[src/rtl/priority_transmit_slot_queue_assert.svh]
// Assertion macros for the priority transmit slot queue.
`ifndef PRIORITY_TRANSMIT_SLOT_QUEUE_ASSERT_SVH
`define PRIORITY_TRANSMIT_SLOT_QUEUE_ASSERT_SVH

// Same-cycle implication, clocked on clk, idle while rst_n is low.
`define PTSQ_ASSERT_IMP(lbl, ant, con, msg) \
  lbl: assert property (@(posedge clk) disable iff (!rst_n) (ant) |-> (con)) \
    else $error(msg);

// Plain invariant, built on the implication form.
`define PTSQ_ASSERT_ALWAYS(lbl, con, msg) \
  `PTSQ_ASSERT_IMP(lbl, 1'b1, con, msg)

`endif

[src/rtl/ptsq_pkg.sv]
// Package: types and constants of the priority transmit slot queue.
`timescale 1ns / 1ps
`default_nettype none
package ptsq_pkg;

  localparam int SLOT_IDX_W = 6;
  localparam int SLOT_IN_W  = 8;
  localparam int HANDLE_W   = 32;
  localparam int PRIO_W     = 8;

  typedef enum logic [1:0] {
    CMD_RESERVE = 2'd0,
    CMD_INSERT  = 2'd1,
    CMD_EXTRACT = 2'd2,
    CMD_FREE    = 2'd3
  } cmd_t;

  typedef enum logic [2:0] {
    ST_OK       = 3'd0,
    ST_FULL     = 3'd1,
    ST_EMPTY    = 3'd2,
    ST_BAD_SLOT = 3'd3,
    ST_NULL     = 3'd4
  } status_t;

  typedef enum logic [1:0] {
    SS_FREE     = 2'd0,
    SS_RESERVED = 2'd1,
    SS_QUEUED   = 2'd2
  } slot_state_t;

  typedef enum logic [1:0] {
    Q_HOLD   = 2'd0,
    Q_INSERT = 2'd1,
    Q_POP    = 2'd2
  } q_op_t;

  typedef enum logic [1:0] {
    S_HOLD    = 2'd0,
    S_RESERVE = 2'd1,
    S_QUEUE   = 2'd2,
    S_FREE    = 2'd3
  } s_op_t;

  typedef enum logic {
    FSM_IDLE = 1'b0,
    FSM_EXEC = 1'b1
  } fsm_t;

  typedef struct packed {
    logic                  valid;
    logic [PRIO_W-1:0]     prio;
    logic [HANDLE_W-1:0]   handle;
    logic [SLOT_IDX_W-1:0] slot;
  } q_ent_t;

  typedef struct packed {
    q_op_t  op;
    q_ent_t ent;
  } q_ctl_t;

  typedef struct packed {
    s_op_t                op;
    logic [SLOT_IN_W-1:0] target;
  } s_ctl_t;

endpackage
`default_nettype wire

[src/rtl/ptsq_qcell.sv]
// Queue cell: one place of the priority-sorted send queue.
`timescale 1ns / 1ps
`default_nettype none
module ptsq_qcell import ptsq_pkg::*; (
  input  wire logic   clk,
  input  wire logic   rst_n,
  input  wire q_ctl_t ctl,
  input  wire q_ent_t left_ent,
  input  wire logic   left_keep,
  input  wire q_ent_t right_ent,
  output q_ent_t      ent,
  output logic        keep
);

  logic                  valid_r, valid_nxt;
  logic [PRIO_W-1:0]     prio_r, prio_nxt;
  logic [HANDLE_W-1:0]   handle_r, handle_nxt;
  logic [SLOT_IDX_W-1:0] slot_r, slot_nxt;
  q_ent_t                ent_nxt;

  assign ent  = '{valid: valid_r, prio: prio_r, handle: handle_r, slot: slot_r};
  // A cell keeps its entry when it ranks at or above the newcomer.
  assign keep = valid_r && (prio_r >= ctl.ent.prio);

  always_comb begin
    ent_nxt = ent;
    unique case (ctl.op)
      Q_HOLD:   ent_nxt = ent;
      Q_INSERT: begin
        if (keep) begin
          ent_nxt = ent;
        end else if (left_keep) begin
          ent_nxt = ctl.ent;
        end else begin
          ent_nxt = left_ent;
        end
      end
      Q_POP:    ent_nxt = right_ent;
      default:  ent_nxt = ent;
    endcase
    valid_nxt  = ent_nxt.valid;
    prio_nxt   = ent_nxt.prio;
    handle_nxt = ent_nxt.handle;
    slot_nxt   = ent_nxt.slot;
  end

  always_ff @(posedge clk) begin
    if (!rst_n) begin
      valid_r <= 1'b0;
    end else begin
      valid_r <= valid_nxt;
    end
  end

  always_ff @(posedge clk) begin
    prio_r   <= prio_nxt;
    handle_r <= handle_nxt;
    slot_r   <= slot_nxt;
  end

endmodule
`default_nettype wire

[config.mk]
export PLATFORM = sky130hd
export DESIGN_NAME = ptsq_qcell
export DESIGN_NICKNAME = d
export VERILOG_FILES = /design/src/rtl/priority_transmit_slot_queue_assert.svh /design/src/rtl/ptsq_pkg.sv /design/src/rtl/ptsq_qcell.sv
export SDC_FILE = /design/constraint.sdc
export NUM_CORES = 1
export LEC_CHECK = 0
export BUFFER_PORTS_ARGS = -buffer_cell sky130_fd_sc_hd__clkbuf_2
export CAP_MARGIN = 10
export CORE_MARGIN = 2
export CORE_UTILIZATION = 44
export CTS_CLUSTER_DIAMETER = 60
export DETAILED_ROUTE_END_ITERATION = 10
export PLACE_DENSITY = 0.88
export SYNTH_ARGS = -nofsm -noshare
export SYNTH_HDL_FRONTEND = slang
export SYNTH_SLANG_ARGS = --single-unit
[constraint.sdc]
create_clock -name clk -period 10.9 [get_ports clk]
set_input_delay 3.27 -clock clk [delete_from_list [all_inputs] [get_ports clk]]
set_output_delay 3.27 -clock clk [all_outputs]
set_load 0.01 [all_outputs]
==> results_dict.tcl <==
set metrics [dict create \
    post_cts_resized 0 \
    cts_hold_buffers 0 \
    tritoncts "built" \
    max_freq_mhz 129 \
    diodes 0 \
    p_seq_share_pct 51.1 \
    gp_congestion 0.780 \
    startpoint_type "primary input" \
    tightest_slew_ns 0.764 \
    rows 28 \
    fin_area_um2 3730 \
    clkTransAtPathRegs_ns 0.07 \
    io_pins 194 \
    setup_tns_ns 0 \
    cts_buffer_depth 2 \
    syn_inst 235 \
    drc_errors 0 \
    core_area_um2 5850 \
    cts.sinks 47 \
    reg2reg_slack_ns 8.30 \
    hpwl_um 5030 \
    p_per_area_nw_per_um2 118 \
    start_util_pct 44.8 \
    hold_viol 0 \
    syn-num-nets 389 \
    internal_power_mw 0.334 \
    final_layout_size_suffix_gt1_share_pct 48.6 \
    yosys-top-cells-count "mux2i_1, nand2_1, edfxtp_1, o21ai_0" \
    p_leak_nw 1.89 \
    switching_power_mw 0.106 \
    routedWlPerCell_um 12.6 \
    grt_max_degree 94 \
    finalClockSkew_ns 0.0102 \
    synthArstFlopShare_pct 0 \
    run_status "complete, no violations" \
    synth_top_area_cell "edfxtp_1" \
    crit_arrival_ns 4.51 \
    hp-class "flop to flop" \
    synth_top_cell_area_share_pct 52.7 \
    cts-root-buf "clkbuf_8" \
    yosysSeqAreaShare_pct 53.5 \
    routed_wl_um 6260 \
    die_w_um 81.2 \
    drv_slew 0 \
    ir_worst_vdd_v 0.0000634 \
    grt_pass1_vias 2208 \
    drv_cap 0 \
    drtIter0Drc 103 \
    synthTopCellsByArea "edfxtp_1, mux2i_1, o21ai_0" \
    portBuffers 193 \
    period_share_pct 71.4 \
    crit_required_ns 7.63 \
    grt_pass1_wl_um 9220 \
    synth_most_common_cell "mux2i_1" \
    ys_warn_count 0 \
    cts_setup_buffers 0 \
    die_area_um2 6590 \
    htree_levels 2 \
    synth-seq-cells 47 \
    ant_nets 0 \
    critPathKind "primary input to primary output" \
    cts_made_buffers 5 \
    first_pass_iters 4 \
    crit_fanout 3 \
    grt_usage_pct 18.1 \
    antenna_found_initial 0 \
    synth_edf_count 46 \
    netlist_area_um2 2620 \
    area_delta_synth_final_pct 42.4 \
    slew_headroom_pct 49.1 \
    clkLatencyLatePin_ns 0.29 \
    overflow 0 \
    crit_path_end_kind "primary output" \
    final_util_pct 63.8 \
    synthDistinctLibCells 27 \
    finalNetCount 576 \
    vias_per_cell 4.81 \
    p_clk_share_pct 26.9 \
    syn_avg_cell_area_um2 11.1 \
    switching_share_pct 24.1 \
    synth-main-ff-cell "edfxtp_1" \
    period_minus_slack_ns 7.78 \
    finalSetupViolCount 0 \
    combPwrFrac_pct 22.0 \
    die_h_um 81.2 \
    vias 2389 \
    dpl-instance-area_um2 3630 \
    rsz0062_at_grt "no" \
]
==> power by group through the flow <==
stage          combinational, mW  sequential, mW  clock, mW
2_1_floorplan             0.0400           0.238          0
3_3_place_gp              0.0954           0.229          0
3_5_place_dp              0.0988           0.229          0
4_1_cts                   0.0990           0.225      0.123
5_1_grt                    0.109           0.227      0.129
6_report                  0.0970           0.225      0.118
==> state kept, by name, summed over array words and instances (netlist names) <==
name	cells
prio_r	8
valid_r	1
handle_r	32
slot_r	6
==> through the flow <==
step                      total power [mW]  hold WS [ns]  cells  worst slack, ns
after floorplan                      0.278         0.650    235             3.52
after global placement               0.324         0.703    490             3.18
after detailed placement             0.328         0.720    490             3.11
after CTS                            0.448         0.732    497             3.11
after global routing                 0.465         0.780    497             3.04
final                                0.441         0.727    497             3.12
==> path summary, 6_finish.rpt <==
| kind | start | end | cells past startpoint |
|---|---|---|---|
| worst max-delay path | ctl[40] | keep | 7 |
| worst min-delay path | valid_r | valid_r | 3 |
| worst max register to register | prio_r[2] | prio_r[3] | 6 |
| worst min register to register | valid_r | valid_r | 3 |
==> cells by family (layout without fill, tap and decap cells) <==
kind of cell	Yosys count	after routing	share of synthesized area, %
multiplexers	48	48	18.3
AO/OA/AOI/OAI	56	56	11.8
flip-flops	47	47	53.5
adder cells (fa/ha/maj)	8	8	3.82
AND/OR/NAND/NOR	52	52	7.83
buffers and inverters	24	211	4.73
==> layout by cell type (no fill, tap or decap), types with 2 or more instances in the layout <==
cell,n
a21oi_1,2
buf_4,3
clkbuf_2,193
clkbuf_8,5
edfxtp_1,46
ha_1,8
inv_1,8
mux2i_1,48
nand2_1,47
o21ai_0,46
==> cell type report <==
| type | instances | area, um2 |
|---|---|---|
| multi-input combinational | 164 | 1110 |
| inverter | 8 | 30.0 |
| clock inverter | 1 | 30.0 |
| timing repair buffer | 196 | 988 |
| clock buffer | 6 | 72.6 |
| tap | 75 | 93.8 |
| sequential | 47 | 1400 |
| fill | 475 | 2120 |
==> routing by layer <==
| layer | up-vias | wire (um) | track usage (%) | part of all wire [%] |
|---|---|---|---|---|
| met5 | - | 0 | 0 | 0 |
| met1 | 1056 | 2250 | 17.6 | 36 |
| met2 | 109 | 3440 | 36.3 | 55 |
| li1 | 1222 | - | - | - |
| met3 | 2 | 531 | 4.89 | 8.5 |
| met4 | 0 | 39 | 6.10 | 0.62 |
==> critical path, stage by stage <==
cell and delay, ns:
clkbuf_2 0.09, inv_1 0.04, ha_1 0.29, a211o_1 0.12, a31oi_1 0.05, o31ai_2 0.43, clkbuf_2 0.22
No activity file was read; power rests on OpenSTA's default activity.
