===== config.mk =====
export PLATFORM = sky130hd
export DESIGN_NAME = ptsq_scell
export DESIGN_NICKNAME = d
export VERILOG_FILES = /design/src/rtl/priority_transmit_slot_queue_assert.svh /design/src/rtl/ptsq_pkg.sv /design/src/rtl/ptsq_scell.sv
export SDC_FILE = /design/constraint.sdc
export NUM_CORES = 1
export LEC_CHECK = 0
export BUFFER_PORTS_ARGS = -buffer_cell sky130_fd_sc_hd__buf_2
export CAP_MARGIN = 20
export CORE_AREA = 2 2 39 41
export DETAILED_ROUTE_END_ITERATION = 12
export DIE_AREA = 0 0 41 43
export SLEW_MARGIN = 10
export SYNTH_ARGS = -nofsm -noshare
export SYNTH_HDL_FRONTEND = slang
export SYNTH_SLANG_ARGS = --single-unit

===== constraint.sdc =====
create_clock -name clk -period 1.6 [get_ports clk]
set_input_delay 0.48 -clock clk [delete_from_list [all_inputs] [get_ports clk]]
set_output_delay 0.48 -clock clk [all_outputs]
set_load 0.02 [all_outputs]

===== src/rtl/priority_transmit_slot_queue_assert.svh =====
// Assertion macros for the priority transmit slot queue.
`ifndef PRIORITY_TRANSMIT_SLOT_QUEUE_ASSERT_SVH
`define PRIORITY_TRANSMIT_SLOT_QUEUE_ASSERT_SVH

// Same-cycle implication, clocked on clk, idle while rst_n is low.
`define PTSQ_ASSERT_IMP(lbl, ant, con, msg) \
  lbl: assert property (@(posedge clk) disable iff (!rst_n) (ant) |-> (con)) \
    else $error(msg);

// Plain invariant, built on the implication form.
`define PTSQ_ASSERT_ALWAYS(lbl, con, msg) \
  `PTSQ_ASSERT_IMP(lbl, 1'b1, con, msg)

`endif


===== src/rtl/ptsq_pkg.sv =====
// Package: types and constants of the priority transmit slot queue.
`timescale 1ns / 1ps
`default_nettype none
package ptsq_pkg;

  localparam int SLOT_IDX_W = 6;
  localparam int SLOT_IN_W  = 8;
  localparam int HANDLE_W   = 32;
  localparam int PRIO_W     = 8;

  typedef enum logic [1:0] {
    CMD_RESERVE = 2'd0,
    CMD_INSERT  = 2'd1,
    CMD_EXTRACT = 2'd2,
    CMD_FREE    = 2'd3
  } cmd_t;

  typedef enum logic [2:0] {
    ST_OK       = 3'd0,
    ST_FULL     = 3'd1,
    ST_EMPTY    = 3'd2,
    ST_BAD_SLOT = 3'd3,
    ST_NULL     = 3'd4
  } status_t;

  typedef enum logic [1:0] {
    SS_FREE     = 2'd0,
    SS_RESERVED = 2'd1,
    SS_QUEUED   = 2'd2
  } slot_state_t;

  typedef enum logic [1:0] {
    Q_HOLD   = 2'd0,
    Q_INSERT = 2'd1,
    Q_POP    = 2'd2
  } q_op_t;

  typedef enum logic [1:0] {
    S_HOLD    = 2'd0,
    S_RESERVE = 2'd1,
    S_QUEUE   = 2'd2,
    S_FREE    = 2'd3
  } s_op_t;

  typedef enum logic {
    FSM_IDLE = 1'b0,
    FSM_EXEC = 1'b1
  } fsm_t;

  typedef struct packed {
    logic                  valid;
    logic [PRIO_W-1:0]     prio;
    logic [HANDLE_W-1:0]   handle;
    logic [SLOT_IDX_W-1:0] slot;
  } q_ent_t;

  typedef struct packed {
    q_op_t  op;
    q_ent_t ent;
  } q_ctl_t;

  typedef struct packed {
    s_op_t                op;
    logic [SLOT_IN_W-1:0] target;
  } s_ctl_t;

endpackage
`default_nettype wire


===== src/rtl/ptsq_scell.sv =====
// Slot cell: state of one pool slot and its link in the free-slot search chain.
`timescale 1ns / 1ps
`default_nettype none
module ptsq_scell import ptsq_pkg::*; #(
  parameter int IDX = 0
) (
  input  wire logic   clk,
  input  wire logic   rst_n,
  input  wire s_ctl_t ctl,
  input  wire logic   found_in,
  output logic        found_out,
  output logic        grant,
  output slot_state_t state
);

  slot_state_t state_r, state_nxt;
  logic        match;

  assign state     = state_r;
  assign match     = (ctl.target == SLOT_IN_W'(IDX));
  // Grant to the first free slot along the chain.
  assign grant     = (state_r == SS_FREE) && !found_in;
  assign found_out = found_in || (state_r == SS_FREE);

  always_comb begin
    state_nxt = state_r;
    unique case (ctl.op)
      S_HOLD:    state_nxt = state_r;
      S_RESERVE: if (grant) state_nxt = SS_RESERVED;
      S_QUEUE:   if (match) state_nxt = SS_QUEUED;
      S_FREE:    if (match) state_nxt = SS_FREE;
      default:   state_nxt = state_r;
    endcase
  end

  always_ff @(posedge clk) begin
    if (!rst_n) begin
      state_r <= SS_FREE;
    end else begin
      state_r <= state_nxt;
    end
  end

endmodule
`default_nettype wire


==> results.sh, run 1 <==
export IMPL_hold_path_depth=2
export IMPL_grt_pass1_vias=153
export IMPL_avgSynthCellArea_um2=8.40
export IMPL_ant_nets=0
export IMPL_via_count=188
export IMPL_critPathKind="flip-flop to primary output"
export IMPL_r2r_slack_ns=0.81
export IMPL_async_reset_ff_share_pct=0
export IMPL_cp_slowest_cell="dfxtp_1"
export IMPL_initial_utilization_pct=8.50
export IMPL_use_met2_pct=5.94
export IMPL_cts_buffers=3
export IMPL_place_ws_ns=0.148
export IMPL_row_count=14
export IMPL_synth_warnings=0
export IMPL_ys_ff_latch=2
export IMPL_clockBufferDepth=2
export IMPL_multi_input_area_um2=77.6
export IMPL_fp_dieW_um=41
export IMPL_grt_antenna_before_repair=0
export IMPL_yosysUniqueCellTypes=10
export IMPL_grt_busiest_layer="met1"
export IMPL_clk_latency_ns=0.23
export IMPL_setup_tns_ns=0
export IMPL_routedWlPerCell_um=8.71
export IMPL_die_h_um=43
export IMPL_fin_total_pwr_mw=0.202
export IMPL_synthesis_area_um2=118
export IMPL_fin_crit_ns=1.48
export IMPL_rr_startpoint="state[0]"
export IMPL_path_delay_family="flip-flops"
export IMPL_crit_chain="nor3_1 > buf_2"
export IMPL_n_fill_cell=158
export IMPL_synth_fp_nets=27
export IMPL_drv_cap=0
export IMPL_finClkSkew_ns=0.00700
export IMPL_grt_max_degree=5
export IMPL_cp_num_buf_inv=1
export IMPL_yosys_top_cells_count="nor2_1, dfxtp_1, nand2_1"
export IMPL_dp_hpwl_um=322
export IMPL_setup_viol=0
export IMPL_hold_viol=0
export IMPL_crit_arrival_ns=1.00
export IMPL_worstReg2RegEnd="state[0]"
export IMPL_htree_levels=1
export IMPL_areaGrowthSynthToFinish_pct=104
export IMPL_worst_path_max_fanout=4
export IMPL_ios=17
export IMPL_hold_start="state[1]"
export IMPL_finalInstanceArea_um2=240
export IMPL_cts_root_buf="clkbuf_4"
export IMPL_via_per_inst=3.84
export IMPL_powerDensity_nw_per_um2=841
export IMPL_holdWs_ns=0.510
export IMPL_dr_pass1_iters=4
export IMPL_grt_pass1_wl_um=565
export IMPL_vdd_drop_max_mv=0.270
export IMPL_drc_errors=0
export IMPL_die_area_um2=1760
export IMPL_yosys_most_used_dff="dfxtp_1"
export IMPL_gp_congestion=0.590
export IMPL_wirelength_um=427
export IMPL_grt_overflow=0
export IMPL_clkSlewWorstSetupHoldPaths_ns=0.03
export IMPL_hold_buffers=0
export IMPL_antenna_cells=0
export IMPL_p_leak_nw=0.132
export IMPL_largest_reg_flops=2
export IMPL_ys_seq_area_share_pct=34.0
export IMPL_fmax_mhz=674
export IMPL_final_setup_worst_slack_ns=0.115
export IMPL_final_util_pct=17.4
export IMPL_slew_viol_final=0
export IMPL_cts_tree="yes"
export IMPL_synth_top_area_share_pct=34.0
export IMPL_cp_slowest_stage_delay_ns=0.32
export IMPL_synthCells=14
export IMPL_r2r_cells=2
export IMPL_regArea_um2=40.0
export IMPL_yosysMostFrequentCell="nor2_1"
export IMPL_end_kind="primary output"
export IMPL_cts_sinks=2
export IMPL_fin_cells=49
export IMPL_cp_required_ns=1.12
export IMPL_place_area_um2=218
export IMPL_grt_util_met3_pct=4.71
export IMPL_rsz0062_at_grt="no"
export IMPL_drive_above_1_share_pct=63.6
export IMPL_hp_class="flip-flop to flip-flop"
export IMPL_fin_nets=48
export IMPL_period_share_pct=92.8
export IMPL_grtUsageTotal_pct=5.31
export IMPL_cts_resized=0
export IMPL_io_buffers=16
export IMPL_status="finished, final reports clean"
export IMPL_postCtsSetupRepairBufs=0
export IMPL_place_inst=46
export IMPL_core_um2=1380
export IMPL_maxSlewHeadroom_pct=84.1
export IMPL_synth_edf_count=0
export IMPL_grt_met1_usage_pct=6.07
export IMPL_worst_pin_slew_ns=0.237
export IMPL_start_kind="flip-flop"
export IMPL_yosys_area_top_type="dfxtp_1"
export IMPL_yosys_top_cells_area="dfxtp_1, nor4_2, a32o_2"
export IMPL_holdPathEnd="state[1]"
export IMPL_drtIter0Drc=9
==> cell type report <==
cell class                 instances  area share, %
sequential                         2           16.7
multi-input combinational         12           32.3
timing repair buffer              16           33.3
clock buffer                       3           9.38
tap                               16           8.33
==> layout by cell type (no fill, tap or decap), drive strengths merged <==
| cell type | n |
|---|---|
| a32o | 1 |
| buf | 16 |
| clkbuf | 3 |
| dfxtp | 2 |
| mux2i | 1 |
| nand2 | 2 |
| nand2b | 1 |
| nand4 | 1 |
| nor2 | 3 |
| nor3 | 1 |
| nor4 | 1 |
| o21bai | 1 |
==> routing by layer <==
| metal | vias up | wire length [um] |
|---|---|---|
| li1 | 92 | - |
| met1 | 75 | 196 |
| met2 | 21 | 120 |
| met3 | 0 | 109 |
| met4 | 0 | 0 |
| met5 | - | 0 |
==> worst max path at each step <==
stage | slack, ns | from | end | depth (start not counted)
after floorplan | 0.13 | found_in | grant | 1
after global placement | 0.16 | ctl[3] | state[0] | 4
after detailed placement | 0.15 | found_in | grant | 3
after CTS | 0.11 | state[0] | grant | 2
after global routing | 0.03 | state[1] | grant | 2
final | 0.12 | state[0] | grant | 2
==> cells by family after synthesis <==
kind of cell	after synthesis	synth area share (%)
AND/OR/NAND/NOR	9	41.5
AO/OA/AOI/OAI	2	16.0
flip-flops	2	34.0
multiplexers	1	8.51
==> tightest hold or removal path, cell delays in order (launching register included) <==
cell and delay [ns]:
dfxtp_1 0.32, nand2_1 0.06, mux2i_1 0.07
==> report_power, final <==
part / internal [mW] / switching, mW / leakage [nW] / total, mW
Sequential: 0.0518 / 0.00149 / 0.0162 / 0.0533
Combinational: 0.0181 / 0.0167 / 0.102 / 0.0347
Clock: 0.0830 / 0.0310 / 0.0138 / 0.114
Note: power is estimated with default switching activity, not from simulation.
==> run 2, diff against run 1 <==
- PLACE_DENSITY: default -> 0.34
==> run 2 against run 1 <==
  * Sequential share of layout area stayed put
  * Critical endpoint unchanged
  * Design area stayed put
  * Count of clock-buffer cells in the layout stayed put
  * Clock power about the same
  * Sequential power is essentially flat
  * Total power decreased by 1.2%
  * Cell count unchanged
  * Routed wire length is 9.6% higher
  * Worst hold slack worse by 0.014 ns
==> results.sh, run 2 (same netlist as run 1, synthesis figures left out) <==
export IMPL_status="finished, final reports clean"
export IMPL_r2r_cells=2
export IMPL_largest_reg_flops=2
export IMPL_grt_overflow=0
export IMPL_r2r_slack_ns=0.80
export IMPL_critPathKind="flip-flop to primary output"
export IMPL_cts_root_buf="clkbuf_4"
export IMPL_dr_pass1_iters=1
export IMPL_antenna_cells=0
export IMPL_clkSlewWorstSetupHoldPaths_ns=0.03
export IMPL_grt_pass1_wl_um=641
export IMPL_fp_dieW_um=41
export IMPL_netSwitchingPower_mw=0.0470
export IMPL_cp_startpoint="state[0]"
export IMPL_areaGrowthSynthToFinish_pct=104
export IMPL_cp_endpoint="grant"
export IMPL_gp_congestion=0.645
export IMPL_cts_resized=0
export IMPL_die_area_um2=1760
export IMPL_holdWs_ns=0.496
export IMPL_combinationalPowerShare_pct=17.6
export IMPL_worst_pin_slew_ns=0.255
export IMPL_cp_required_ns=1.12
export IMPL_fin_crit_ns=1.51
export IMPL_crit_arrival_ns=1.03
export IMPL_ant_nets=0
export IMPL_via_count=170
export IMPL_hold_viol=0
export IMPL_routedWlPerCell_um=9.55
export IMPL_fin_total_pwr_mw=0.200
export IMPL_start_kind="flip-flop"
export IMPL_rsz0062_at_grt="no"
export IMPL_postCtsSetupRepairBufs=0
export IMPL_n_fill_cell=165
export IMPL_p_leak_nw=0.132
export IMPL_p_clk_share_pct=55.7
export IMPL_finalInstanceArea_um2=240
export IMPL_fin_cells=49
export IMPL_row_count=14
export IMPL_crit_chain="nor3_1 > buf_2"
export IMPL_setup_tns_ns=0
export IMPL_fin_nets=48
export IMPL_grtUsageTotal_pct=6.21
export IMPL_hp_class="flip-flop to flip-flop"
export IMPL_hold_buffers=0
export IMPL_cp_slowest_cell="dfxtp_1"
export IMPL_cp_slowest_stage_delay_ns=0.32
export IMPL_cts_sinks=2
export IMPL_io_buffers=16
export IMPL_setup_viol=0
export IMPL_final_setup_worst_slack_ns=0.0944
export IMPL_intPower_mw=0.153
export IMPL_core_um2=1380
export IMPL_maxSlewHeadroom_pct=82.8
export IMPL_rr_startpoint="state[0]"
export IMPL_initial_utilization_pct=8.50
export IMPL_place_area_um2=218
export IMPL_place_ws_ns=0.122
export IMPL_worstReg2RegEnd="state[0]"
export IMPL_grt_max_degree=5
export IMPL_clk_latency_ns=0.22
export IMPL_die_h_um=43
export IMPL_wirelength_um=468
export IMPL_period_share_pct=94.1
export IMPL_slew_viol_final=0
export IMPL_worst_path_max_fanout=4
export IMPL_drv_cap=0
export IMPL_ios=17
export IMPL_final_util_pct=17.4
export IMPL_powerDensity_nw_per_um2=831
export IMPL_fmax_mhz=664
export IMPL_switching_share_pct=23.5
export IMPL_drive_above_1_share_pct=63.6
export IMPL_via_per_inst=3.47
export IMPL_grt_pass1_vias=167
export IMPL_drc_errors=0
export IMPL_place_inst=46
export IMPL_htree_levels=1
export IMPL_pwr_share_seq_pct=26.7
export IMPL_end_kind="primary output"
export IMPL_final_common_cell="buf_2"
export IMPL_clockBufferDepth=2
export IMPL_grt_antenna_before_repair=0
export IMPL_cts_buffers=3
export IMPL_vdd_drop_max_mv=0.247
export IMPL_finClkSkew_ns=0.00288
export IMPL_final_cell_mix="buf_2, nor2_1, clkbuf_4"
export IMPL_cts_tree="yes"
export IMPL_drtIter0Drc=0
## run 2: cell counts in the layout (fill, tap and decap cells not counted)
Identical to the previous run, type by type.
## run 2: how the worst min path moves through the flow
stage                        start       end  slack (ns)  cells past startpoint
after CTS                 state[1]  state[1]        0.50                      2
after global routing      state[1]  state[1]        0.54                      2
after detailed placement  state[1]  state[1]        0.49                      2
after global placement    state[1]  state[1]        0.51                      2
final                     state[1]  state[1]        0.50                      2
after floorplan           state[1]  state[1]        0.56                      2
## run 2: cell type report
class | count | area, um^2 | area share, %
Tap cell | 16 | 20.0 | 8.33
Sequential cell | 2 | 40.0 | 16.7
Clock buffer | 3 | 22.5 | 9.38
Timing Repair Buffer | 16 | 80.1 | 33.3
Multi-Input combinational cell | 12 | 77.6 | 32.3
## run 2: power by group through the flow
| stage | clock network (mW) | registers (mW) | logic [mW] |
|---|---|---|---|
| global route | 0.125 | 0.0533 | 0.0389 |
| global placement | 0 | 0.0540 | 0.0356 |
| floorplan | 0 | 0.0556 | 0.0114 |
| detailed placement | 0 | 0.0538 | 0.0357 |
| finish | 0.111 | 0.0532 | 0.0352 |
| CTS | 0.122 | 0.0531 | 0.0358 |
## run 2: worst max-delay path: cells and delay by family (launching register included)
family / cells / cell delay [ns]
DFF: 1 / 0.32
and+or+nand+nor: 1 / 0.27
buffers and inverters: 1 / 0.22
## run 2: metal layers
metal / part of all wire (%) / wire (um) / vias to the layer above / global-route usage (%)
met5: 0 / 0 / - / 0
met4: 0 / 0 / 0 / 8.00
met3: 24 / 112 / 0 / 4.19
met2: 24 / 112 / 17 / 4.06
met1: 52 / 243 / 62 / 9.27
li1: - / - / 91 / -
